File: src/mvng_pkg.sv
`default_nettype none
package mvng_pkg;

  localparam int MAX_VERTICES_DEF = 1024;
  localparam int IDX_W = 10;
  localparam int POS_W = 16;
  localparam int VCOUNT_W = 11;
  localparam logic [VCOUNT_W-1:0] VCOUNT_RESET = 11'd1024;
  localparam int SUM_W = 48;
  localparam int FN_W = 36;
  localparam int NRM_W = 16;
  localparam int STAT_W = 2;

  localparam logic [1:0] KIND_POS   = 2'd0;
  localparam logic [1:0] KIND_TRI   = 2'd1;
  localparam logic [1:0] KIND_READ  = 2'd2;
  localparam logic [1:0] KIND_CLEAR = 2'd3;

  localparam logic [STAT_W-1:0] STAT_OK        = 2'd0;
  localparam logic [STAT_W-1:0] STAT_BAD_INDEX = 2'd1;
  localparam logic [STAT_W-1:0] STAT_ZERO_SUM  = 2'd2;

  typedef enum logic [4:0] {
    S_CLR, S_IDLE, S_POS_WR, S_TRI_CHK, S_TRI_RA, S_TRI_RB, S_TRI_RC, S_TRI_CAP,
    S_CROSS, S_FIX, S_SUM_RD, S_SUM_WR, S_NRM_RD, S_NRM_CAP, S_NORM, S_SQ,
    S_SQRT, S_DIV_LD, S_DIV, S_EMIT
  } state_t;

  typedef enum logic [4:0] {
    OP_NOP, OP_CLR_STEP, OP_POS_WR, OP_TRI_CHK, OP_RD_A, OP_RD_B, OP_RD_C,
    OP_CAP_C, OP_CROSS, OP_FIX, OP_SUM_RD, OP_SUM_WR, OP_NRM_RD, OP_NRM_CAP,
    OP_NORM, OP_SQ, OP_SQRT, OP_DIV_LD, OP_DIV
  } dp_op_t;

  typedef struct packed {
    dp_op_t op;
    logic   in_load;
    logic   out_load;
    logic   step_clr;
    logic   comp_clr;
    logic   comp_inc;
  } cmd_t;

  typedef struct packed {
    logic tri_bad;
    logic rd_beyond;
    logic nrm_zero;
    logic nrm_ok;
    logic cross_done;
    logic sq_done;
    logic sqrt_done;
    logic div_done;
    logic comp_last;
    logic clr_last;
  } sts_t;

endpackage
`default_nettype wire

File: src/mvng_ctrl.sv
`default_nettype none
module mvng_ctrl (
  input  wire logic           clk,
  input  wire logic           rst_n,
  input  wire logic           in_valid,
  input  wire logic [1:0]     in_kind,
  output logic                in_stall,
  output logic                out_valid,
  input  wire logic           out_stall,
  input  wire mvng_pkg::sts_t sts,
  output mvng_pkg::cmd_t      cmd
);

  mvng_pkg::state_t state_r, state_nxt;
  logic out_valid_r, out_valid_nxt;
  logic out_free;

  assign out_free  = !out_valid_r || !out_stall;
  assign in_stall  = (state_r != mvng_pkg::S_IDLE);
  assign out_valid = out_valid_r;

  always_ff @(posedge clk) begin
    if (!rst_n) begin
      state_r     <= mvng_pkg::S_CLR;
      out_valid_r <= 1'b0;
    end else begin
      state_r     <= state_nxt;
      out_valid_r <= out_valid_nxt;
    end
  end

  always_comb begin
    state_nxt = state_r;
    unique case (state_r)
      mvng_pkg::S_CLR:     if (sts.clr_last) state_nxt = mvng_pkg::S_IDLE;
      mvng_pkg::S_IDLE: begin
        if (in_valid) begin
          unique case (in_kind)
            mvng_pkg::KIND_POS:  state_nxt = mvng_pkg::S_POS_WR;
            mvng_pkg::KIND_TRI:  state_nxt = mvng_pkg::S_TRI_CHK;
            mvng_pkg::KIND_READ: state_nxt = mvng_pkg::S_NRM_RD;
            default:             state_nxt = mvng_pkg::S_CLR;
          endcase
        end
      end
      mvng_pkg::S_POS_WR:  state_nxt = mvng_pkg::S_IDLE;
      mvng_pkg::S_TRI_CHK: state_nxt = sts.tri_bad ? mvng_pkg::S_EMIT : mvng_pkg::S_TRI_RA;
      mvng_pkg::S_TRI_RA:  state_nxt = mvng_pkg::S_TRI_RB;
      mvng_pkg::S_TRI_RB:  state_nxt = mvng_pkg::S_TRI_RC;
      mvng_pkg::S_TRI_RC:  state_nxt = mvng_pkg::S_TRI_CAP;
      mvng_pkg::S_TRI_CAP: state_nxt = mvng_pkg::S_CROSS;
      mvng_pkg::S_CROSS:   if (sts.cross_done) state_nxt = mvng_pkg::S_FIX;
      mvng_pkg::S_FIX:     state_nxt = mvng_pkg::S_SUM_RD;
      mvng_pkg::S_SUM_RD:  state_nxt = mvng_pkg::S_SUM_WR;
      mvng_pkg::S_SUM_WR:
        state_nxt = sts.comp_last ? mvng_pkg::S_IDLE : mvng_pkg::S_SUM_RD;
      mvng_pkg::S_NRM_RD:
        state_nxt = sts.rd_beyond ? mvng_pkg::S_EMIT : mvng_pkg::S_NRM_CAP;
      mvng_pkg::S_NRM_CAP: state_nxt = mvng_pkg::S_NORM;
      mvng_pkg::S_NORM: begin
        priority if (sts.nrm_zero) state_nxt = mvng_pkg::S_EMIT;
        else if (sts.nrm_ok)       state_nxt = mvng_pkg::S_SQ;
        else                       state_nxt = mvng_pkg::S_NORM;
      end
      mvng_pkg::S_SQ:      if (sts.sq_done) state_nxt = mvng_pkg::S_SQRT;
      mvng_pkg::S_SQRT:    if (sts.sqrt_done) state_nxt = mvng_pkg::S_DIV_LD;
      mvng_pkg::S_DIV_LD:  state_nxt = mvng_pkg::S_DIV;
      mvng_pkg::S_DIV: begin
        if (sts.div_done) begin
          state_nxt = sts.comp_last ? mvng_pkg::S_EMIT : mvng_pkg::S_DIV_LD;
        end
      end
      mvng_pkg::S_EMIT:    if (out_free) state_nxt = mvng_pkg::S_IDLE;
      default:             state_nxt = mvng_pkg::S_IDLE;
    endcase
  end

  always_comb begin
    cmd           = '0;
    cmd.op        = mvng_pkg::OP_NOP;
    out_valid_nxt = out_valid_r && out_stall;
    unique case (state_r)
      mvng_pkg::S_CLR:     cmd.op = mvng_pkg::OP_CLR_STEP;
      mvng_pkg::S_IDLE:    cmd.in_load = in_valid;
      mvng_pkg::S_POS_WR:  cmd.op = mvng_pkg::OP_POS_WR;
      mvng_pkg::S_TRI_CHK: cmd.op = mvng_pkg::OP_TRI_CHK;
      mvng_pkg::S_TRI_RA:  cmd.op = mvng_pkg::OP_RD_A;
      mvng_pkg::S_TRI_RB:  cmd.op = mvng_pkg::OP_RD_B;
      mvng_pkg::S_TRI_RC:  cmd.op = mvng_pkg::OP_RD_C;
      mvng_pkg::S_TRI_CAP: begin
        cmd.op       = mvng_pkg::OP_CAP_C;
        cmd.step_clr = 1'b1;
      end
      mvng_pkg::S_CROSS:   cmd.op = mvng_pkg::OP_CROSS;
      mvng_pkg::S_FIX: begin
        cmd.op       = mvng_pkg::OP_FIX;
        cmd.comp_clr = 1'b1;
      end
      mvng_pkg::S_SUM_RD:  cmd.op = mvng_pkg::OP_SUM_RD;
      mvng_pkg::S_SUM_WR: begin
        cmd.op       = mvng_pkg::OP_SUM_WR;
        cmd.comp_inc = 1'b1;
      end
      mvng_pkg::S_NRM_RD:  cmd.op = mvng_pkg::OP_NRM_RD;
      mvng_pkg::S_NRM_CAP: cmd.op = mvng_pkg::OP_NRM_CAP;
      mvng_pkg::S_NORM: begin
        cmd.op       = mvng_pkg::OP_NORM;
        cmd.step_clr = 1'b1;
      end
      mvng_pkg::S_SQ: begin
        cmd.op       = mvng_pkg::OP_SQ;
        cmd.step_clr = sts.sq_done;
      end
      mvng_pkg::S_SQRT: begin
        cmd.op       = mvng_pkg::OP_SQRT;
        cmd.comp_clr = sts.sqrt_done;
      end
      mvng_pkg::S_DIV_LD: begin
        cmd.op       = mvng_pkg::OP_DIV_LD;
        cmd.step_clr = 1'b1;
      end
      mvng_pkg::S_DIV: begin
        cmd.op       = mvng_pkg::OP_DIV;
        cmd.comp_inc = sts.div_done;
      end
      mvng_pkg::S_EMIT: begin
        if (out_free) begin
          cmd.out_load  = 1'b1;
          out_valid_nxt = 1'b1;
        end
      end
      default: cmd.op = mvng_pkg::OP_NOP;
    endcase
  end

endmodule
`default_nettype wire

File: config.mk
export PLATFORM = sky130hd
export DESIGN_NAME = mvng_ctrl
export DESIGN_NICKNAME = d
export VERILOG_FILES = /design/src/mvng_pkg.sv /design/src/mvng_ctrl.sv
export SDC_FILE = /design/constraint.sdc
export NUM_CORES = 1
export LEC_CHECK = 0
export BUFFER_PORTS_ARGS = -buffer_cell sky130_fd_sc_hd__buf_2
export CAP_MARGIN = 30
export CORE_MARGIN = 5
export CORE_UTILIZATION = 45
export CTS_CLUSTER_DIAMETER = 120
export DETAILED_ROUTE_END_ITERATION = 10
export GPL_TIMING_DRIVEN = 0
export PLACE_DENSITY = 0.73
export RECOVER_POWER = 25
export SYNTH_ARGS = -nofsm -noshare
export SYNTH_HDL_FRONTEND = slang
export SYNTH_SLANG_ARGS = --single-unit
File: constraint.sdc
create_clock -name clk -period 2.05 [get_ports clk]
set_input_delay 0 -clock clk [delete_from_list [all_inputs] [get_ports clk]]
set_output_delay 0 -clock clk [all_outputs]
set_load 0.02 [all_outputs]
==> reports/qor.yml, run 1 <==
status: "finished, final reports clean"
fin_skew_ns: 0.00631
ios: 28
p_sw_share_pct: 52.5
drtAntennaViolNets: 0
vias: 1030
syn_nets: 133
start_kind: "flip-flop"
grt_max_degree: 11
cts_root_buf: "clkbuf_4"
power.static_leakage_uw: 0.000426
core_um2: 1730
cp_num_buf_inv: 0
first_global_vias: 935
finalCriticalPeriod_ns: 1.88
p_comb_share_pct: 74.5
rows: 15
areaGrowthSynthToFinish_pct: 24.5
dieHeight_um: 52.4
drt_iter0_markers: 40
clockPowerShare_pct: 9.3
fp.dieW_um: 52.4
yosysUniqueCellTypes: 43
dp_hpwl_um: 1910
clockBufferDepth: 2
globalRoute.totalOverflow: 0
intPower_uw: 548
fmax_ghz: 0.533
multi_input_area_um2: 631
grt_use_total_pct: 19.3
worstPathCellList: "nand3b_1, o22ai_1, nor4_2, o21ai_0, a21oi_2"
critPathKind: "flip-flop to flip-flop"
nets: 166
cp_max_fo: 8
rsz0062_at_grt: "false"
setup_violations: 0
pre_cts_slack_ns: 0.179
synth_largest_area_cell: "dfxtp_1"
yosysWarnings: 0
dieArea_um2: 2750
crit_family: "simple AND/OR/NAND/NOR gates"
synth_cells: 117
p_sw_uw: 605
final_hold_viol_count: 0
clk_pin_slew_ns: 0.04
drv_cap: 0
antenna_found_initial: 0
drc: 0
slowest_stage: "nor4_2"
total_power_uw: 1150
peakVddDrop_v: 0.000609
ys_seq_elements: 6
cts.sinks: 6
nFillCells: 186
gp_congestion: 0.919
drive_gt1_share_pct: 28.4
worst_pin_slew_ns: 0.532
drt_wl_total_um: 2500
finalMaxSlewViolations: 0
power_frac_seq_pct: 16.1
syn_area_um2: 811
synth_area_leaders: "dfxtp_1 (15%), nor2b_1 (5.4%), nand2_1 (5.1%), a21oi_1 (4.9%), o21ai_0 (4.9%)"
start_util_pct: 47.0
worst_path_largest_cell_delay_ns: 0.53
drt-pass1-iter-count: 6
avgSynthCellArea_um2: 6.93
period_share_pct: 91.5
n_antenna_cell: 0
htreeDepth: 1
worst_slack_ns: 0.175
register_area_um2: 120
grt_pass1_wl_um: 4000
hold_ws_ns: 0.0268
yosysTopAreaCellShare_pct: 14.8
fin_setup_tns_ns: 0
wl_per_cell_um: 14.4
hp-class: "input port to flip-flop"
clock_latency_ns: 0.24
avgViaCountPerCell: 5.95
critPathRequiredTime_ns: 2.23
cts_buffers: 3
end_kind: "flip-flop"
cp.arrival_ns: 2.05
power.density_nw_per_um2: 1140
relSlewSlack_pct: 64.2
port_buffers: 27
tritoncts: "done"
seq_area_frac_synth_pct: 14.8
## per-layer routing
layer  track usage [%]  share of wire [%]  vias up
met5                 0                  0        -
met4              9.79                1.9        0
met3              4.27                8.9        6
met2              29.8                 48       53
met1              24.9                 42      479
li1                  -                  -      492
## power groups by stage
stage	sequential, uW	clock [uW]	combinational [uW]
floorplan	173	0	649
global placement	185	0	837
detailed placement	186	0	842
CTS	184	108	848
global route	190	119	935
finish	186	108	860
## layout make-up
class                      count  share of cell area, %
buffer                        10                   5.20
clock buffer                   3                   2.23
inverter                       3                   1.12
multi-input combinational     98                   62.5
sequential                     6                   11.9
tap                           25                   3.10
timing repair buffer          28                   14.0
## cells in the mapped netlist
library cell  number
nor3b_1            1
nor4_2             1
nor4bb_1           1
o21bai_1           1
or3_4              1
buf_4              1
a311oi_1           1
dfxtp_1            6
a21boi_0           1
or3_1              2
nand3_1            5
nor2_1            10
nor4_1             1
a22oi_1            1
a211oi_1           1
a21oi_1            8
nand4_1            2
a2111oi_4          1
or2_2              1
xnor2_1            1
nand2b_1           3
mux2i_1            3
o311ai_0           1
o311a_1            1
o22ai_1            2
nand3b_1           3
and4b_1            1
nor3_1             5
inv_1              3
nand4b_1           1
and3_1             2
o21a_1             2
nand2b_4           1
o32ai_2            1
buf_2              6
a31oi_1            3
a21oi_2            1
o21ai_0            8
or3b_1             1
nand2_1           11
nor2b_1            7
and3b_1            1
clkbuf_1           3
## sequential cells by signal (all words and copies together) (netlist names)
register and count:
out_valid 1, state_r 5
## logic make-up after synthesis
family          after synthesis  synth area share [%]
compound gates               33                  29.2
xor+xnor                      1                  1.08
buf+inv                      13                  7.41
flops                         6                  14.8
mux                           3                  3.70
simple gates                 61                  43.8
## metrics by stage
step	std cells	cell area, um^2	util [%]
CTS	173	1010	58.5
global route	173	1010	58.5
floorplan	117	811	-
global placement	169	977	56.6
detailed placement	169	977	56.6
finish	173	1010	58.5
## what timing repair did
item / 4_1_cts / 5_1_grt
hold endpoints to repair: 1 / 0
setup buffers: 0 / 0
gates resized for setup: 0 / 3
endpoints found under the setup margin: 0 / 2
hold buffers: 1 / 0
## worst register-to-register path, delay by kind of cell (launching register included)
kind	cells	cell delay, ns
and+or+nand+nor	2	0.76
AOI/OAI and AO/OA	3	0.58
DFF	1	0.47
## cells in the final DEF, fill, tap and decap left out, types with 4 or more instances in the layout
| cell | count |
|---|---|
| nand2_1 | 11 |
| dfxtp_1 | 6 |
| nor2b_1 | 7 |
| buf_2 | 29 |
| a21oi_1 | 8 |
| nor3_1 | 5 |
| nand3_1 | 5 |
| o21ai_0 | 8 |
| nor2_1 | 10 |
| clkbuf_4 | 4 |
| clkbuf_1 | 5 |
## final timing paths
path                                         startpoint                       to  slack [ns]  cells past startpoint
worst min register to register     out_valid$_SDFF_PN0_     out_valid$_SDFF_PN0_        0.50                      2
worst max register to register  state_r[4]$_SDFFE_PN0P_  state_r[1]$_SDFFE_PN0P_        0.17                      5
worst min-delay path                          out_stall     out_valid$_SDFF_PN0_        0.03                      3
worst max-delay path            state_r[4]$_SDFFE_PN0P_  state_r[1]$_SDFFE_PN0P_        0.17                      5
(Power assumes the default switching activity.)
==> inputs of run 2 (changes only) <==
==> constraint.sdc (replaced) <==
create_clock -name clk -period 1.8 [get_ports clk]
set_input_delay 0 -clock clk [delete_from_list [all_inputs] [get_ports clk]]
set_output_delay 0 -clock clk [all_outputs]
set_load 0.02 [all_outputs]
==> reports/qor.yml, run 2 (same netlist as run 1, synthesis figures left out) <==
hp-class: "input port to flip-flop"
end_kind: "output pin"
pre_cts_slack_ns: -0.0707
status: "finished, final reports clean"
finalCriticalPeriod_ns: 1.69
relSlewSlack_pct: 70.8
hold_ws_ns: 0.0284
vias: 1023
setup_violations: 0
p_comb_share_pct: 75.4
cts.sinks: 6
ios: 28
start_util_pct: 47.0
globalRoute.totalOverflow: 0
areaGrowthSynthToFinish_pct: 30.6
multi_input_area_um2: 662
final_common_cell: "buf_2"
first_global_vias: 933
fin_setup_tns_ns: 0
tritoncts: "done"
grt_pass1_wl_um: 4130
wl_per_cell_um: 14.9
intPower_uw: 671
cp_max_fo: 10
fmax_ghz: 0.593
dp_hpwl_um: 1910
rows: 15
worst-path-stages: 6
fin_util_pct: 61.3
holdPathStages: 3
worstPathCellList: "buf_4, clkbuf_4, nor2b_2, nand2_1, a211oi_1, buf_2"
drt-pass1-iter-count: 4
nets: 166
power.density_nw_per_um2: 1310
start_kind: "flip-flop"
clk_pin_slew_ns: 0.05
clockPowerShare_pct: 8.8
nFillCells: 177
final_hold_viol_count: 0
worst_pin_slew_ns: 0.435
core_um2: 1730
drt_wl_total_um: 2570
gp_congestion: 0.919
cts_buffers: 3
avgViaCountPerCell: 5.91
period_share_pct: 93.7
p_sw_uw: 718
worst_path_largest_cell_delay_ns: 0.36
clockBufferDepth: 2
grt_max_degree: 11
fin_skew_ns: 0.00602
htreeDepth: 1
cp.arrival_ns: 1.69
clock_latency_ns: 0.24
cts_root_buf: "clkbuf_4"
cp_num_buf_inv: 3
dieHeight_um: 52.4
drive_gt1_share_pct: 35.8
p_sw_share_pct: 51.7
worst_slack_ns: 0.114
fp.dieW_um: 52.4
port_buffers: 27
r2r_cells: 6
critPathKind: "flip-flop to output pin"
finalMaxSlewViolations: 0
layout_common_cells: "buf_2 (27), nand2_1 (11), nor2_1 (10)"
power.static_leakage_uw: 0.000446
crit_family: "buffers and inverters"
largest_reg_flops: 5
drv_cap: 0
drtAntennaViolNets: 0
critPathRequiredTime_ns: 1.80
rsz0062_at_grt: "false"
slowest_stage: "dfxtp_1"
drt_iter0_markers: 18
grt_use_total_pct: 20.1
antenna_found_initial: 0
dieArea_um2: 2750
power_frac_seq_pct: 15.8
peakVddDrop_v: 0.000703
drc: 0
top_register: "state_r"
register_area_um2: 124
n_antenna_cell: 0
==> run 2: cell count changes in the layout (fill, tap and decap cells not counted), moves of 2 or more <==
cell      change
buf_2         -2
clkbuf_1      -3
clkbuf_4      +3
dfxtp_1       -3
dfxtp_2       +3
nor2b_1       -2
nor2b_2       +2
==> run 2: through the flow <==
| stage | cells | area (um^2) | power (uW) |
|---|---|---|---|
| 6_report | 173 | 1060 | 1390 |
| 5_1_grt | 173 | 1060 | 1500 |
| 4_1_cts | 173 | 1020 | 1320 |
| 3_5_place_dp | 169 | 977 | 1170 |
| 3_3_place_gp | 169 | 977 | 1160 |
| 2_1_floorplan | 117 | 811 | 937 |
==> run 2: power groups by stage <==
stage	combinational (uW)	sequential (uW)	clock (uW)
after floorplan	740	197	0
after global placement	954	210	0
after detailed placement	959	212	0
after CTS	988	209	123
after global routing	1140	225	136
final	1050	220	122
==> run 2: layout make-up <==
type	count	share of cell area, %
multi-input combinational	98	62.5
timing repair buffer	28	13.6
sequential	6	11.7
buffer	10	6.03
tap	25	2.96
clock buffer	3	2.13
inverter	3	1.06
==> run 2: per-layer routing <==
metal | part of all wire, % | up-vias | track usage [%]
met4 | 3.7 | 0 | 11.1
met1 | 44 | 461 | 24.9
met2 | 46 | 54 | 31.6
met3 | 6.3 | 14 | 4.56
met5 | 0 | - | 0
li1 | - | 494 | -
==> run 2: worst register-to-register path, stage by stage, from the launching register on <==
cell,delay (ns)
dfxtp_1,0.29
clkbuf_4,0.18
or3_1,0.38
nor4_2,0.34
nor4_4,0.10
o21a_1,0.13
o21a_1,0.16
==> run 2: what timing repair did <==
| item | CTS | global route |
|---|---|---|
| gates cloned | 0 | 0 |
| gates resized for setup | 4 | 14 |
| endpoints found under the setup margin | 4 | 9 |
| endpoints found under the hold margin | 1 | 0 |
| buffers inserted | 0 | 0 |
| pin swaps | 0 | 2 |
| hold buffers | 1 | 0 |
==> run 2: worst paths after layout <==
| check | from | to | slack (ns) |
|---|---|---|---|
| max | state_r[0]$_SDFFE_PN0P_ | cmd[1] | 0.11 |
| min reg2reg | out_valid$_SDFF_PN0_ | out_valid$_SDFF_PN0_ | 0.50 |
| max reg2reg | state_r[2]$_SDFFE_PN0P_ | state_r[3]$_SDFFE_PN0P_ | 0.12 |
| min | out_stall | out_valid$_SDFF_PN0_ | 0.03 |
==> inputs of run 3 (changes only) <==
--- a/config.mk
+++ b/config.mk
@@ -5,15 +5,15 @@
 export SDC_FILE = /design/constraint.sdc
 export NUM_CORES = 1
 export LEC_CHECK = 0
-export BUFFER_PORTS_ARGS = -buffer_cell sky130_fd_sc_hd__buf_2
 export CAP_MARGIN = 30
 export CORE_MARGIN = 5
 export CORE_UTILIZATION = 45
 export CTS_CLUSTER_DIAMETER = 120
 export DETAILED_ROUTE_END_ITERATION = 10
+export DONT_BUFFER_PORTS = 1
 export GPL_TIMING_DRIVEN = 0
-export PLACE_DENSITY = 0.73
 export RECOVER_POWER = 25
+export SLEW_MARGIN = 20
 export SYNTH_ARGS = -nofsm -noshare
 export SYNTH_HDL_FRONTEND = slang
 export SYNTH_SLANG_ARGS = --single-unit
==> reports/qor.yml, run 3 (same netlist as run 1, synthesis figures left out) <==
ios: 28
finalCriticalPeriod_ns: 1.75
drc: 0
critPathRequiredTime_ns: 1.95
slowest_stage: "a2111oi_4"
intPower_uw: 645
worst-path-stages: 5
grtUsageMet1_pct: 25.9
htreeDepth: 1
largest_reg_flops: 5
core_um2: 1730
top_usage_layer: "met2"
critPathKind: "flip-flop to flip-flop"
holdPathStages: 3
dieArea_um2: 2750
grt_pass1_wl_um: 3970
total_power_uw: 1380
power_frac_seq_pct: 15.6
end_kind: "flip-flop"
crit_family: "compound AO/OA/AOI/OAI gates"
drt_iter0_markers: 29
first_global_vias: 871
tritoncts: "done"
areaGrowthSynthToFinish_pct: 20.8
finalMaxSlewViolations: 0
gp_congestion: 0.856
grt_use_total_pct: 19.0
hp-class: "input port to flip-flop"
placed_area_um2: 842
setup_violations: 0
globalRoute.totalOverflow: 0
clockBufferDepth: 2
post-cts-setup-buffers: 0
rsz0062_at_grt: "false"
met3_usage_pct: 7.41
clock_latency_ns: 0.25
vias: 928
drt_wl_total_um: 2480
dieHeight_um: 52.4
start_kind: "flip-flop"
relSlewSlack_pct: 67.4
power.density_nw_per_um2: 1410
worst_path_largest_cell_delay_ns: 0.45
dp_hpwl_um: 1860
design_area_um2: 980
final_hold_viol_count: 0
drt-pass1-iter-count: 4
worst_pin_slew_ns: 0.496
period_share_pct: 97.3
cp_max_fo: 8
drive_gt1_share_pct: 26.0
status: "finished, final reports clean"
reg2reg_slack_ns: 0.05
nFillCells: 192
fp.dieW_um: 52.4
p_comb_share_pct: 75.0
layout_common_cells: "nand2_1 (9), nor2_1 (9), a21oi_1 (7)"
fin_skew_ns: 0.00614
power.static_leakage_uw: 0.000351
r2r_cells: 5
fin_setup_tns_ns: 0
antenna_found_initial: 0
cts_buffers: 3
nets: 141
hold_ws_ns: 0.0393
avgViaCountPerCell: 6.27
fmax_ghz: 0.571
wl_per_cell_um: 16.7
crit_top_cell: "o21a_1"
port_buffers: 0
clockPowerShare_pct: 9.4
cp.arrival_ns: 1.90
cp_num_buf_inv: 0
peakVddDrop_v: 0.000715
drtAntennaViolNets: 0
top_register: "state_r"
start_util_pct: 47.0
grt_max_degree: 11
rows: 15
worstPathCellList: "or3_4, a2111oi_4, nor4_4, o21a_1, o21a_1"
p_sw_share_pct: 53.3
drv_cap: 0
cts_root_buf: "clkbuf_4"
clk_pin_slew_ns: 0.05
cts.sinks: 6
p_sw_uw: 737
grt_use_met2_pct: 28.1
n_antenna_cell: 0
==> run 3: cell types whose count changed in the layout (fill, tap and decap cells not counted), sizes merged <==
cell         change
dlygate4sd3      +2
clkbuf           -3
buf             -24
==> run 3: worst reg2reg max path, delay by kind of cell (launching register included) <==
kind / cells / cell delay, ns
AND/OR/NAND/NOR: 2 / 0.54
AO/OA/AOI/OAI: 3 / 0.75
flip-flops: 1 / 0.36
==> run 3: what timing repair did <==
item | CTS | global route
pin swaps | 0 | 2
gates resized for setup | 7 | 22
endpoints found under the setup margin | 8 | 8
hold buffers | 3 | 0
hold endpoints to repair | 6 | 0
==> run 3: worst paths after layout <==
path	startpoint	endpoint
worst max register to register	state_r[4]$_SDFFE_PN0P_	state_r[3]$_SDFFE_PN0P_
worst min-delay path	in_kind[1]	state_r[0]$_SDFFE_PN0P_
worst max-delay path	state_r[4]$_SDFFE_PN0P_	state_r[3]$_SDFFE_PN0P_
worst min register to register	out_valid$_SDFF_PN0_	out_valid$_SDFF_PN0_
==> run 3: per-stage QoR <==
stage / cells / setup WS [ns] / utilization [%]
after floorplan: 117 / 0.175 / -
after global placement: 142 / -0.172 / 48.8
after CTS: 148 / 0.00103 / 52.7
after detailed placement: 142 / -0.168 / 48.8
after global routing: 148 / 0.000898 / 56.7
final: 148 / 0.0492 / 56.7
==> run 3: final cells by class <==
class | count | area (um^2) | share of cell area, %
inverter | 3 | 11.3 | 1.15
timing repair buffer | 3 | 30.0 | 3.07
clock buffer | 3 | 22.5 | 2.30
sequential | 6 | 123 | 12.5
buffer | 10 | 62.6 | 6.39
tap | 25 | 31.3 | 3.19
multi-input combinational | 98 | 699 | 71.4
==> run 3: power by group through the flow <==
stage          clock [uW]  combinational (uW)  sequential, uW
3_5_place_dp            0                 886             213
3_3_place_gp            0                 880             209
5_1_grt               140                1130             223
4_1_cts               130                 922             210
2_1_floorplan           0                 740             197
6_report              129                1040             216
==> run 3: routing by layer <==
metal | routed length (um) | share of wire [%] | up-vias
met1 | 1110 | 45 | 429
li1 | - | - | 447
met5 | 0 | 0 | -
met4 | 21 | 0.85 | 0
met2 | 1090 | 44 | 50
met3 | 257 | 10 | 2
